$ cat config.mk
export PLATFORM = sky130hd
export DESIGN_NAME = btc_post
export DESIGN_NICKNAME = d
export VERILOG_FILES = /design/src/rtl/btc_pkg.sv /design/src/rtl/btc_post.sv
export SDC_FILE = /design/constraint.sdc
export NUM_CORES = 2
export LEC_CHECK = 0
export ABC_CLOCK_PERIOD_IN_PS = 9700
export BUFFER_PORTS_ARGS = -buffer_cell sky130_fd_sc_hd__buf_2
export CAP_MARGIN = 20
export CELL_PAD_IN_SITES_DETAIL_PLACEMENT = 0
export CELL_PAD_IN_SITES_GLOBAL_PLACEMENT = 2
export CORE_ASPECT_RATIO = 0.6
export CORE_MARGIN = 3
export CORE_UTILIZATION = 40
export DETAILED_ROUTE_END_ITERATION = 6
export PLACE_DENSITY_LB_ADDON = 0.1
export SLEW_MARGIN = 20
export SYNTH_ARGS = -nofsm -noshare
export SYNTH_HDL_FRONTEND = slang
export SYNTH_SLANG_ARGS = --single-unit
$ cat constraint.sdc
create_clock -name clk_i -period 9.7 [get_ports clk_i]
set_input_delay 0.97 -clock clk_i [delete_from_list [all_inputs] [get_ports clk_i]]
set_output_delay 0.97 -clock clk_i [all_outputs]
set_load 0.02 [all_outputs]
$ cat src/rtl/btc_pkg.sv
// Shared types and helpers for the barometric compensation pipeline.
// No dependencies.
`timescale 1ns / 1ps
`default_nettype none
package btc_pkg;

  localparam int unsigned DataW  = 32;
  localparam int unsigned CoefW  = 48;
  localparam int unsigned RawW   = 20;
  localparam int unsigned DivLen = 32;

  typedef enum logic [1:0] {
    REG_TEMP    = 2'd0,
    REG_PRESS_A = 2'd1,
    REG_PRESS_B = 2'd2,
    REG_PRESS_C = 2'd3
  } reg_idx_e;

  // values carried alongside the pressure path
  typedef struct packed {
    logic [DataW-1:0] temp;
    logic [DataW-1:0] fine;
    logic             invalid;
    logic             mode;     // dividend was not pre-doubled
  } side_t;

  typedef struct packed {
    logic [RawW-1:0]  adc_p;
    logic [DataW-1:0] temp;
    logic [DataW-1:0] fine;
  } temp_res_t;

  typedef struct packed {
    logic [DataW-1:0] rem;
    logic [DataW-1:0] num;
    logic [DataW-1:0] den;
    logic [DataW-1:0] quo;
    side_t            side;
  } div_st_t;

  typedef struct packed {
    logic [DataW-1:0] quo;
    side_t            side;
  } div_res_t;

  function automatic logic [DataW-1:0] sx16(input logic [15:0] w);
    return {{16{w[15]}}, w};
  endfunction

  function automatic logic [DataW-1:0] word_s(input logic [CoefW-1:0] r, input int unsigned k);
    return sx16(r[16*k +: 16]);
  endfunction

  function automatic logic [DataW-1:0] asr(input logic [DataW-1:0] x, input int unsigned n);
    return DataW'($signed(x) >>> n);
  endfunction

endpackage
`default_nettype wire

$ cat src/rtl/btc_post.sv
// Final pressure correction with P7..P9; holds the output register.
// Depends on btc_pkg.
`timescale 1ns / 1ps
`default_nettype none
module btc_post (
  input  wire logic                    clk_i,
  input  wire logic                    rst_ni,
  input  wire logic                    en_i,
  input  wire logic                    valid_i,
  input  wire btc_pkg::div_res_t       res_i,
  input  wire logic [47:0]             press_c_i,
  output logic                         valid_o,
  output logic [31:0]                  temp_o,
  output logic [31:0]                  fine_o,
  output logic [31:0]                  press_o,
  output logic                         invalid_o
);
  import btc_pkg::*;

  logic [3:0]       vld_q;
  side_t            s1_q, s2_q, s3_q;
  logic [DataW-1:0] p7, p8, p9, qq;
  logic [DataW-1:0] p1_q, p2_q, p3_q, sq_q, v2_q, v2b_q, v1_q, corr;

  assign p7 = word_s(press_c_i, 0);
  assign p8 = word_s(press_c_i, 1);
  assign p9 = word_s(press_c_i, 2);
  assign qq = {3'd0, p1_q[31:3]};
  assign corr = asr(asr(v1_q, 12) + asr(v2b_q, 13) + p7, 4);

  always_ff @(posedge clk_i or negedge rst_ni) begin
    if (!rst_ni) begin
      vld_q <= '0;
    end else if (en_i) begin
      vld_q <= {vld_q[2:0], valid_i};
    end
  end

  always_ff @(posedge clk_i) begin
    if (en_i) begin
      p1_q  <= res_i.side.mode ? {res_i.quo[30:0], 1'b0} : res_i.quo;
      s1_q  <= res_i.side;
      sq_q  <= qq * qq;
      v2_q  <= {2'd0, p1_q[31:2]} * p8;
      p2_q  <= p1_q;
      s2_q  <= s1_q;
      v1_q  <= p9 * {13'd0, sq_q[31:13]};
      v2b_q <= v2_q;
      p3_q  <= p2_q;
      s3_q  <= s2_q;
      temp_o    <= s3_q.temp;
      fine_o    <= s3_q.fine;
      invalid_o <= s3_q.invalid;
      press_o   <= s3_q.invalid ? '0 : p3_q + corr;
    end
  end

  assign valid_o = vld_q[3];
endmodule
`default_nettype wire

# Yosys cells after proc, flatten, opt, wreduce, memory -nomap -nowiden
# Cells that the tools add are included.
op_classes:
  addsub: 3
  n_mul: 3
  n_mux: 1
ops:
  columns: ["op", "count"]
  rows:
  - ["32-bit adder", 1]
  - ["16-bit by 20-bit multiplier with 32-bit output", 1]
  - ["29-bit by 29-bit multiplier with 32-bit output", 1]
  - ["31-bit by 16-bit multiplier with 32-bit output", 1]
  - ["32-bit 2-to-1 mux", 1]
  - ["21-bit by 16-bit adder with 22-bit output", 1]
  - ["20-bit by 19-bit adder with 21-bit output", 1]
totals:
  register_bits: 520
  out_inout_bits: 98
  wordCells: 29

# Logic depth before layout (Yosys ltp)
depth:
  ltp_word: 3
  ltp_mapped: 28

# Least setup slack after synthesis
# OpenSTA, ideal clock, no wires.
synth_timing:
  path_type: "register to register"
  start: "register p1_q[5]"
  end: "register sq_q[31], data pin"
  t_arrival_ns: 7.007
  required_time_ns: 9.440
  setup_slack_ns: 2.433
  stages_incl_launch_ff: 26
  n_path_buf: 2
  period_less_slack_ns: 7.267
  cell_sequence: "edfxtp_1 > clkbuf_1 > clkbuf_1 > nand2_1 > inv_1 > fa_1 > fa_1 > fa_1 > inv_1 > fa_1 > inv_1 > fa_1 > fa_1 > fa_1 > inv_1 > fa_1 > inv_1 > ha_1 > a21o_1 > a21o_1 > a221oi_1 > a21bo_2 > a31oi_1 > o211ai_1 > a21oi_1 > xnor2_1"
synth_via:
  elab_chain_cells: 1
synth_rtl:
  columns: ["element", "line", "text"]
  rows:
  - ["from (decl)", "btc_post.sv:23", "logic [DataW-1:0] p1_q, p2_q, p3_q, sq_q, v2_q, v2b_q, v1_q, corr;"]
  - ["from (signal assigned)", "btc_post.sv:41", "p1_q <= res_i.side.mode ? {res_i.quo[30:0], 1'b0} : res_i.quo;"]
  - ["29-bit by 29-bit multiplier with 32-bit output", "btc_post.sv:43", "sq_q <= qq * qq;"]
  - ["to (signal assigned)", "btc_post.sv:43", null]
  - ["to (decl)", "btc_post.sv:23", null]
# Every way passes these cells.
# A chain may end at the register's enable or synchronous reset.

# Worst setup path after layout
layout_timing:
  start: "register p1_q[8]"
  end: "register sq_q[31], data pin"
# Same word-level chain as after synthesis.

==> flow_metrics.env <==
export IMPL_tightest_slew_ps=1120
export IMPL_fin_skew_ps=24.1
export IMPL_fin_cells=6562
export IMPL_synth_seq_cells=469
export IMPL_hold_buffers=0
export IMPL_ant_nets=0
export IMPL_critical_path_class="reg -> reg"
export IMPL_hold_class="in -> async"
export IMPL_async_flop_share_pct=0.853
export IMPL_fin_tns_setup_ps=0
export IMPL_reg_largest_list="s1_q: 65 flops, s2_q: 65 flops, s3_q: 65 flops"
export IMPL_place_inst=6471
export IMPL_cts_repair_resized=0
export IMPL_timing_final_crit_share_pct=83.1
export IMPL_cts_root_buf="clkbuf_16"
export IMPL_grtUsageTotal_pct=23.4
export IMPL_start_util_pct=40.7
export IMPL_wl_mm=150
export IMPL_drcViolationCount=0
export IMPL_synthCells=4653
export IMPL_syn_area_um2=51100
export IMPL_cp_max_fo=15
export IMPL_globalRoute_totalOverflow=0
export IMPL_gp_congestion=0.892
export IMPL_final_hold_violation_count=0
export IMPL_synth_edf_count=465
export IMPL_first_iter_violations=2480
export IMPL_syn_nets=6091
export IMPL_ys_seq_area_share_pct=27.5
export IMPL_relSlewSlack_pct=25.1
export IMPL_dr_pass1_iters=5
export IMPL_dieWidth_um=467
export IMPL_grt_max_degree=159
export IMPL_syn_to_final_growth_pct=9.37
export IMPL_crit_path_end_kind="flop"
export IMPL_critPathArrivalTime_ps=8410
export IMPL_synth_largest_area_cell="fa_1"
export IMPL_status="complete, no violations"
export IMPL_grt_pass1_vias=33100
export IMPL_numCtsBuffers=47
export IMPL_cts_max_path_buffers=3
export IMPL_drv_slew=0
export IMPL_numClockSinks=469
export IMPL_yosys_warnings=0
export IMPL_final_nets=6275
export IMPL_tritoncts="yes"
export IMPL_routed_via_density=4.80
export IMPL_io_buffers=247
export IMPL_antenna_found_initial=18
export IMPL_pin_count=248
export IMPL_required_ps=10050
export IMPL_num_rows=100
export IMPL_postCtsSetupBuffers=0
export IMPL_start_kind="flop"
export IMPL_rsz0062_at_grt="no"
export IMPL_die_y_um=283
export IMPL_finalCriticalPeriod_ps=8060
export IMPL_num_vias=31500
export IMPL_grt_pass1_wl_mm=226
export IMPL_fin_hold_ws_ps=146
export IMPL_syn_avg_cell_area_um2=11.0
export IMPL_cap_violations=0
export IMPL_die_area_um2=132000
export IMPL_synth_distinct_cells=68
export IMPL_final_cell_area_um2=55900
export IMPL_h_tree_depth=2
export IMPL_clock_fmax_mhz=124
export IMPL_placed_cell_area_um2=54300
export IMPL_yosysMostFrequentCell="inv_1"
export IMPL_core_area_um2=125000
export IMPL_netlist_top_cells_area="fa_1 36%, edfxtp_1 27%, ha_1 9.0%, inv_1 8.4%, and2_1 5.0%"
export IMPL_dp_hpwl_mm=121
export IMPL_clk_latency_ps=630
export IMPL_yosysTopAreaCellShare_pct=36.1
export IMPL_drive_gt1_share_pct=9.23
export IMPL_setup_viol=0
export IMPL_ys_flop_type="edfxtp_1"
export IMPL_clkSlewWorstSetupHoldPaths_ps=70
export IMPL_synth_common_cells="1145 x inv_1, 922 x fa_1, 511 x nand2_1, 465 x edfxtp_1, 410 x and2_1"
export IMPL_wl_per_cell_um=22.9
[cell type report]
class	instances	area [µm²]
fillers	12000	69500
multi-input cells	2863	32000
flip-flops and latches	469	14100
inverters	1146	4300
well taps	1683	2110
repair buffers	310	1760
clock buffers	56	1210
clock inverters	32	362
diodes	3	7.51
[layer usage]
metal | part of all wire [%] | track usage [%]
met1 | 54 | 40.0
met2 | 36 | 29.0
met4 | 0.69 | 2.14
met5 | 0.023 | 0
met3 | 9.7 | 6.85
[worst max-delay path, cell delays in order, from the launching register on]
cell,delay [ps]
edfxtp_1,970
inv_1,370
nor2_1,280
fa_1,490
fa_1,550
inv_1,60
fa_1,420
fa_1,420
inv_1,70
fa_1,470
fa_1,520
fa_1,490
inv_1,50
fa_1,490
inv_1,40
ha_1,320
a21o_1,180
a21o_1,170
a221oi_1,300
a21bo_2,290
a31oi_1,340
o211ai_1,200
a21oi_1,200
xnor2_1,80
[metrics by stage]
step	util [%]	setup slack (ps)
finish	44.6	1640
global placement	43.3	1460
floorplan	-	2430
global route	44.5	1260
CTS	44.5	1570
detailed placement	43.3	1570
[worst paths after layout]
path | start | endpoint | slack, ps | depth (start not counted)
max | p1_q[8] | sq_q[31] | 1640 | 23
min | rst_ni | vld_q[0] | 150 | 1
max reg2reg | p1_q[8] | sq_q[31] | 1640 | 23
min reg2reg | s1_q[8] | s2_q[8] | 400 | 0
max in group asynchronous | rst_ni | vld_q[3] | 9440 | 1
min in group clk_i | s1_q[8] | s2_q[8] | 400 | 0
[logic make-up after synthesis]
kind of cell | count (synthesis) | share of synthesized area (%)
AOI/OAI and AO/OA | 224 | 3.04
xor gates and xnor gates | 144 | 2.47
adders and majority gates | 1288 | 45.1
buffers and inverters | 1321 | 9.71
DFF | 469 | 27.5
muxes | 38 | 0.833
and+or+nand+nor | 1169 | 11.3
[layout by cell type, fill, tap and decap left out, drive strengths merged, types with 13 or more instances in the layout]
master / synthesis / routed
inv: 1145 / 1147
fa: 922 / 922
nand2: 511 / 511
edfxtp: 465 / 465
and2: 410 / 410
ha: 366 / 366
buf: 8 / 310
xnor2: 103 / 103
nor2: 102 / 102
a21oi: 66 / 66
clkbuf: 167 / 56
xor2: 41 / 41
o21ai: 37 / 37
mux2: 36 / 36
a21o: 35 / 35
nand3: 26 / 26
nor3: 25 / 25
clkinv: 1 / 25
nand2b: 23 / 23
and3: 15 / 15
nand4: 14 / 14
nor2b: 14 / 14
o21a: 13 / 13
a31oi: 13 / 13
Power is left out: the tool's default activity adds up to more than one toggle a clock period on the data nets, which glitch-free logic cannot reach.
