==> config.mk <==
export PLATFORM = sky130hd
export DESIGN_NAME = btc_temp
export DESIGN_NICKNAME = d
export VERILOG_FILES = /design/src/rtl/btc_pkg.sv /design/src/rtl/btc_temp.sv
export SDC_FILE = /design/constraint.sdc
export NUM_CORES = 2
export LEC_CHECK = 0
export ABC_AREA = 1
export BUFFER_PORTS_ARGS = -buffer_cell sky130_fd_sc_hd__buf_2
export CORE_MARGIN = 1
export CORE_UTILIZATION = 45
export CTS_CLUSTER_DIAMETER = 200
export DETAILED_ROUTE_END_ITERATION = 16
export SYNTH_ARGS = -nofsm -noshare
export SYNTH_HDL_FRONTEND = slang
export SYNTH_SLANG_ARGS = --single-unit
==> constraint.sdc <==
create_clock -name clk_i -period 16.6 [get_ports clk_i]
set_clock_uncertainty 0.05 [all_clocks]
set_input_delay 3.32 -clock clk_i [delete_from_list [all_inputs] [get_ports clk_i]]
set_output_delay 3.32 -clock clk_i [all_outputs]
set_load 0.03 [all_outputs]
==> src/rtl/btc_pkg.sv <==
// Shared types and helpers for the barometric compensation pipeline.
// No dependencies.
`timescale 1ns / 1ps
`default_nettype none
package btc_pkg;

  localparam int unsigned DataW  = 32;
  localparam int unsigned CoefW  = 48;
  localparam int unsigned RawW   = 20;
  localparam int unsigned DivLen = 32;

  typedef enum logic [1:0] {
    REG_TEMP    = 2'd0,
    REG_PRESS_A = 2'd1,
    REG_PRESS_B = 2'd2,
    REG_PRESS_C = 2'd3
  } reg_idx_e;

  // values carried alongside the pressure path
  typedef struct packed {
    logic [DataW-1:0] temp;
    logic [DataW-1:0] fine;
    logic             invalid;
    logic             mode;     // dividend was not pre-doubled
  } side_t;

  typedef struct packed {
    logic [RawW-1:0]  adc_p;
    logic [DataW-1:0] temp;
    logic [DataW-1:0] fine;
  } temp_res_t;

  typedef struct packed {
    logic [DataW-1:0] rem;
    logic [DataW-1:0] num;
    logic [DataW-1:0] den;
    logic [DataW-1:0] quo;
    side_t            side;
  } div_st_t;

  typedef struct packed {
    logic [DataW-1:0] quo;
    side_t            side;
  } div_res_t;

  function automatic logic [DataW-1:0] sx16(input logic [15:0] w);
    return {{16{w[15]}}, w};
  endfunction

  function automatic logic [DataW-1:0] word_s(input logic [CoefW-1:0] r, input int unsigned k);
    return sx16(r[16*k +: 16]);
  endfunction

  function automatic logic [DataW-1:0] asr(input logic [DataW-1:0] x, input int unsigned n);
    return DataW'($signed(x) >>> n);
  endfunction

endpackage
`default_nettype wire

==> src/rtl/btc_temp.sv <==
// Temperature compensation stages: raw temperature to fine value and 0.01 degC.
// Depends on btc_pkg.
`timescale 1ns / 1ps
`default_nettype none
module btc_temp (
  input  wire logic                    clk_i,
  input  wire logic                    rst_ni,
  input  wire logic                    en_i,
  input  wire logic                    valid_i,
  input  wire logic [19:0]             raw_temp_i,
  input  wire logic [19:0]             raw_press_i,
  input  wire logic [47:0]             temp_coefs_i,
  output logic                         valid_o,
  output btc_pkg::temp_res_t           res_o
);
  import btc_pkg::*;

  logic [4:0]       vld_q;
  logic [DataW-1:0] x1_q, d_q, m1_q, dd_q, at_q, b0_q, fine_q;
  logic [RawW-1:0]  ap1_q, ap2_q, ap3_q, ap4_q;
  logic [DataW-1:0] t1, t2, t3, fine_d, temp_d;

  assign t1 = {16'd0, temp_coefs_i[15:0]};
  assign t2 = word_s(temp_coefs_i, 1);
  assign t3 = word_s(temp_coefs_i, 2);

  assign fine_d = at_q + asr(b0_q, 14);
  assign temp_d = asr(fine_q * 32'd5 + 32'd128, 8);

  always_ff @(posedge clk_i or negedge rst_ni) begin
    if (!rst_ni) begin
      vld_q <= '0;
    end else if (en_i) begin
      vld_q <= {vld_q[3:0], valid_i};
    end
  end

  always_ff @(posedge clk_i) begin
    if (en_i) begin
      x1_q   <= {15'd0, raw_temp_i[19:3]} - {t1[30:0], 1'b0};
      d_q    <= {16'd0, raw_temp_i[19:4]} - t1;
      ap1_q  <= raw_press_i;
      m1_q   <= x1_q * t2;
      dd_q   <= d_q * d_q;
      ap2_q  <= ap1_q;
      at_q   <= asr(m1_q, 11);
      b0_q   <= asr(dd_q, 12) * t3;
      ap3_q  <= ap2_q;
      fine_q <= fine_d;
      ap4_q  <= ap3_q;
      res_o.temp  <= temp_d;
      res_o.fine  <= fine_q;
      res_o.adc_p <= ap4_q;
    end
  end

  assign valid_o = vld_q[4];
endmodule
`default_nettype wire

---- After elaboration in Yosys (flattened, before gate mapping) ----
Index checks and enable logic that the tools add are counted.
word-level totals
  bits in registers ....................... 374
  input bits .............................. 92
  output and inout bits ................... 85
  logic and storage cells ................. 23
cells by class
  add/subtract/negate cells ............... 4
  $mul .................................... 4
operator list
  operator               count
  $add 32x8->32 const B  1
  $mul 20x16->32         1
  $mul 32x16->32         1
  $mul 32x3->32 const B  1
  $mul 32x32->32         1
  $add 21x18->22         1
  $sub 17x17->18         1
  $sub 16x16->17         1

---- Logic depth before layout (Yosys ltp) ----
  depth after elaboration ................. 2
  mapped depth ............................ 34
  gate-level depth less buffers ........... 32

---- Worst setup path after synthesis ----
Ideal clock, no wire load.
  path kind ............................... input-to-reg
  start point ............................. input port temp_coefs_i[33]
  end point ............................... register b0_q[21] (data pin)
  setup time .............................. 260 ps
  data arrival time ....................... 8304 ps
  required time ........................... 16290 ps
  slack ................................... 7986 ps
  stages .................................. 22
  path buffers ............................ 2
  cells stage by stage .................... clkbuf_1 -> buf_1 -> nand2_1 -> fa_1 -> inv_1 -> fa_1 -> inv_1 -> fa_1 -> inv_1 -> fa_1 -> inv_1 -> fa_1 -> fa_1 -> inv_1 -> ha_1 -> nand2_1 -> nand2_1 -> a21boi_0 -> o21ai_0 -> a21oi_2 -> o21bai_2 -> xor2_1
on the way
  cells in the longest elaborated chain, start to end .. 1
RTL lines
  item                  RTL line        text
  from (decl)           btc_temp.sv:12  input wire logic [47:0] temp_coefs_i,
  $mul 20x16->32        btc_temp.sv:47  b0_q <= asr(dd_q, 12) * t3;
  to (signal assigned)  btc_temp.sv:47
  to (decl)             btc_temp.sv:19  logic [DataW-1:0] x1_q, d_q, m1_q, dd_q, at_q, b0_q, fine_q;
Every way passes these cells.
A chain may end at the register's enable or synchronous reset.

---- Worst setup path after layout ----
  start point ............................. input port temp_coefs_i[33]
  end point ............................... register b0_q[27] (data pin)
The elaborated chain is that of the path after synthesis.

==> impl_metrics.env <==
export IMPL_status="completed"
export IMPL_grt_first_pass_wirelength_mm=179
export IMPL_report_final_slew_viol_count=0
export IMPL_clock_sink_count=271
export IMPL_floorplan_die_area_um2=104000
export IMPL_critical_path_startpoint_type="primary input"
export IMPL_routed_wire_length_per_instance_um=16.0
export IMPL_tritoncts="yes"
export IMPL_floorplan_die_height_um=322
export IMPL_ys_warnings_count=0
export IMPL_core_rowCount=116
export IMPL_yosysSeqAreaShare=0.176
export IMPL_timing_reg2reg_worst_path_depth=22
export IMPL_path_max_fanout=20
export IMPL_detailed_place_area_um2=48100
export IMPL_worst_pin_slew_ns=1.06
export IMPL_fin_tns_setup_ns=0
export IMPL_design_core_area_um2=101000
export IMPL_num_vias=32168
export IMPL_cts_hold_buf=0
export IMPL_die_w_um=322
export IMPL_final_period_minus_worst_setup_slack_ns=8.78
export IMPL_clk_pin_slew_ns=0.06
export IMPL_timing_max_slew_rel_slack=0.295
export IMPL_globalplace_congestion=0.912
export IMPL_final_layout_size_suffix_gt1_frac=0.0580
export IMPL_antenna_left=0
export IMPL_antenna_violations_before_repair=3
export IMPL_effective_utilization_at_floorplan=0.457
export IMPL_dp_cells=6589
export IMPL_worstHoldStart="ap1_q[6]$_DFFE_PP_"
export IMPL_synth_area_um2=46000
export IMPL_h_tree_depth=2
export IMPL_min_path_cells=0
export IMPL_worst_hold_path_endpoint="ap2_q[6]$_DFFE_PP_"
export IMPL_cp_required_ns=16.89
export IMPL_max_clock_freq_ghz=0.114
export IMPL_net_count_synth=6545
export IMPL_arr_time_crit_path_ns=9.07
export IMPL_postSynthAreaPerCell_um2=8.85
export IMPL_design_final_nets=6616
export IMPL_dp_final_hpwl_mm=86.2
export IMPL_hold_class="reg -> reg"
export IMPL_via_per_inst=4.83
export IMPL_largest_net_degree_at_the_start_of_global_routing=90
export IMPL_synth_cells=5198
export IMPL_drtPass1Iterations=5
export IMPL_clock_root_buffer="sky130_fd_sc_hd__clkbuf_16"
export IMPL_async_reset_ff_frac=0.0185
export IMPL_grt_setup_unrepaired="false"
export IMPL_cts_max_path_buffers=3
export IMPL_route_final_wire_length_mm=107
export IMPL_instances_no_fill=6654
export IMPL_final_hold_violations=0
export IMPL_synth_enable_flop_cells=266
export IMPL_r2r_end="dd_q[31]$_DFFE_PP_"
export IMPL_numCtsBuffers=35
export IMPL_rr_startpoint="x1_q[3]$_DFFE_PP_"
export IMPL_io_buffers=173
export IMPL_grt_use_total=0.219
export IMPL_ys_ff_latch=271
export IMPL_synth_cell_type_count=52
export IMPL_clk_latency_ns=0.61
export IMPL_timing_final_setup_violations=0
export IMPL_period_utilization_post_route=0.529
export IMPL_critical_path_class="in -> reg"
export IMPL_drtIter0Drc=1676
export IMPL_pin_count=177
export IMPL_finish_instance_area_um2=49200
export IMPL_r2r_slack_ns=8.57
export IMPL_critical_path_sink_type="flop"
export IMPL_remaining_drc_errors=0
export IMPL_postCtsSetupRepairBufs=0
export IMPL_cts_repair_resize_count=0
export IMPL_first_global_vias=34731
export IMPL_area_growth_pct=6.95
export IMPL_postSynth_topFlopCell="sky130_fd_sc_hd__edfxtp_1"
export IMPL_fillers=9769
export IMPL_gr_total_overflow=0
export IMPL_max_cap_viol_count=0
-- cell usage in the layout (no fill, tap or decap), types with 10 or more instances in the layout --
cell type,Yosys,routed
sky130_fd_sc_hd__buf_2,8,172
sky130_fd_sc_hd__o21ai_1,12,12
sky130_fd_sc_hd__a31oi_1,11,11
sky130_fd_sc_hd__or2_2,18,18
sky130_fd_sc_hd__a21o_1,20,20
sky130_fd_sc_hd__o21ai_0,72,72
sky130_fd_sc_hd__a21oi_1,165,165
sky130_fd_sc_hd__buf_4,23,26
sky130_fd_sc_hd__o211ai_1,10,10
sky130_fd_sc_hd__nand3_1,102,102
sky130_fd_sc_hd__edfxtp_1,266,266
sky130_fd_sc_hd__xor2_1,91,91
sky130_fd_sc_hd__fa_1,871,871
sky130_fd_sc_hd__nand2_1,1148,1148
sky130_fd_sc_hd__inv_1,1493,1493
sky130_fd_sc_hd__nor3_1,17,17
sky130_fd_sc_hd__nor2_1,192,192
sky130_fd_sc_hd__o21bai_1,21,21
sky130_fd_sc_hd__clkbuf_16,0,35
sky130_fd_sc_hd__nand4_1,18,18
sky130_fd_sc_hd__o21a_1,10,10
sky130_fd_sc_hd__xnor2_1,43,43
sky130_fd_sc_hd__ha_1,384,384
-- state kept, by name, indices dropped and copies added (netlist names) --
signal,flops
ap1_q,20
ap2_q,20
ap3_q,20
ap4_q,20
at_q,21
b0_q,18
dd_q,20
fine_q,22
m1_q,21
res_o,66
vld_q,5
x1_q,18
-- metal layers --
metal	vias to the layer above	track usage	wire length, um
li1	15391	-	-
met1	16045	0.288	46900
met2	612	0.388	53400
met3	116	0.0255	4430
met4	4	0.0437	1870
met5	-	0	26
-- cells in the mapped netlist, types with 11 or more instances --
library cell,instances,area share
sky130_fd_sc_hd__a31oi_1,11,0.0015
sky130_fd_sc_hd__clkbuf_1,116,0.0095
sky130_fd_sc_hd__a21oi_1,165,0.018
sky130_fd_sc_hd__ha_1,384,0.10
sky130_fd_sc_hd__xor2_1,91,0.017
sky130_fd_sc_hd__or2_2,18,0.0024
sky130_fd_sc_hd__nor2_1,192,0.016
sky130_fd_sc_hd__o21ai_1,12,0.0013
sky130_fd_sc_hd__nand2_1,1148,0.094
sky130_fd_sc_hd__o21ai_0,72,0.0078
sky130_fd_sc_hd__a21o_1,20,0.0033
sky130_fd_sc_hd__buf_4,23,0.0038
sky130_fd_sc_hd__o21bai_1,21,0.0034
sky130_fd_sc_hd__inv_1,1493,0.12
sky130_fd_sc_hd__fa_1,871,0.38
sky130_fd_sc_hd__edfxtp_1,266,0.17
sky130_fd_sc_hd__buf_1,17,0.0014
sky130_fd_sc_hd__nand3_1,102,0.011
sky130_fd_sc_hd__nor3_1,17,0.0018
sky130_fd_sc_hd__xnor2_1,43,0.0082
sky130_fd_sc_hd__nand4_1,18,0.0024
-- metrics by stage --
step                      utilization  worst slack (ns)  hold WS (ns)
after CTS                       0.489              7.92         0.352
after global placement          0.477              7.32         0.350
after global routing            0.489              7.49         0.364
final                           0.489              7.82         0.356
after floorplan                     -              7.99         0.350
after detailed placement        0.477              7.26         0.355
-- cell families (layout without fill, tap and decap cells) --
kind of cell / after synthesis / in the layout / synth area share
simple gates: 1527 / 1527 / 0.132
other cells: 0 / 1 / 0
mux: 1 / 1 / 0.000245
buf+inv: 1662 / 1760 / 0.138
flops: 271 / 271 / 0.176
xor+xnor: 134 / 134 / 0.0255
compound gates: 348 / 348 / 0.0441
fa+ha+maj: 1255 / 1255 / 0.483
-- final cells by class --
class | count | area [um2] | share of cell area
flip-flops and latches | 271 | 8110 | 0.165
clock inverters | 23 | 253 | 0.00514
repair buffers | 199 | 1070 | 0.0218
inverters | 1497 | 5620 | 0.114
clock buffers | 41 | 898 | 0.0183
multi-input cells | 3265 | 31600 | 0.641
diodes | 1 | 2.50 | 0.0000509
well taps | 1357 | 1700 | 0.0345
-- worst max-delay path, stage by stage --
cell and delay (ns):
sky130_fd_sc_hd__buf_2 0.40, sky130_fd_sc_hd__nand2_1 0.18, sky130_fd_sc_hd__inv_1 0.18, sky130_fd_sc_hd__fa_1 0.52, sky130_fd_sc_hd__fa_1 0.55, sky130_fd_sc_hd__inv_1 0.23, sky130_fd_sc_hd__fa_1 0.48, sky130_fd_sc_hd__fa_1 0.57
sky130_fd_sc_hd__fa_1 0.43, sky130_fd_sc_hd__fa_1 0.49, sky130_fd_sc_hd__inv_1 0.04, sky130_fd_sc_hd__ha_1 0.38, sky130_fd_sc_hd__nand2_1 0.14, sky130_fd_sc_hd__nor2_1 0.16, sky130_fd_sc_hd__inv_1 0.08, sky130_fd_sc_hd__nor3_1 0.34
sky130_fd_sc_hd__nand3_1 0.11, sky130_fd_sc_hd__a21oi_1 0.25, sky130_fd_sc_hd__nor2_1 0.07, sky130_fd_sc_hd__nand2_1 0.06, sky130_fd_sc_hd__nand2_1 0.09
-- how the worst max path moves through the flow --
| stage | from | to | slack, ns | cells after the start |
|---|---|---|---|---|
| 2_1_floorplan | temp_coefs_i[33] | b0_q[21]$_DFFE_PP_ | 7.99 | 22 |
| 3_3_place_gp | temp_coefs_i[33] | b0_q[27]$_DFFE_PP_ | 7.32 | 21 |
| 3_5_place_dp | temp_coefs_i[33] | b0_q[27]$_DFFE_PP_ | 7.26 | 21 |
| 4_1_cts | temp_coefs_i[33] | b0_q[27]$_DFFE_PP_ | 7.92 | 21 |
| 5_1_grt | temp_coefs_i[33] | b0_q[27]$_DFFE_PP_ | 7.49 | 21 |
| 6_report | temp_coefs_i[33] | b0_q[27]$_DFFE_PP_ | 7.82 | 21 |
Power is left out: the tool's default activity adds up to more than one toggle a clock period on the data nets, which glitch-free logic cannot reach.
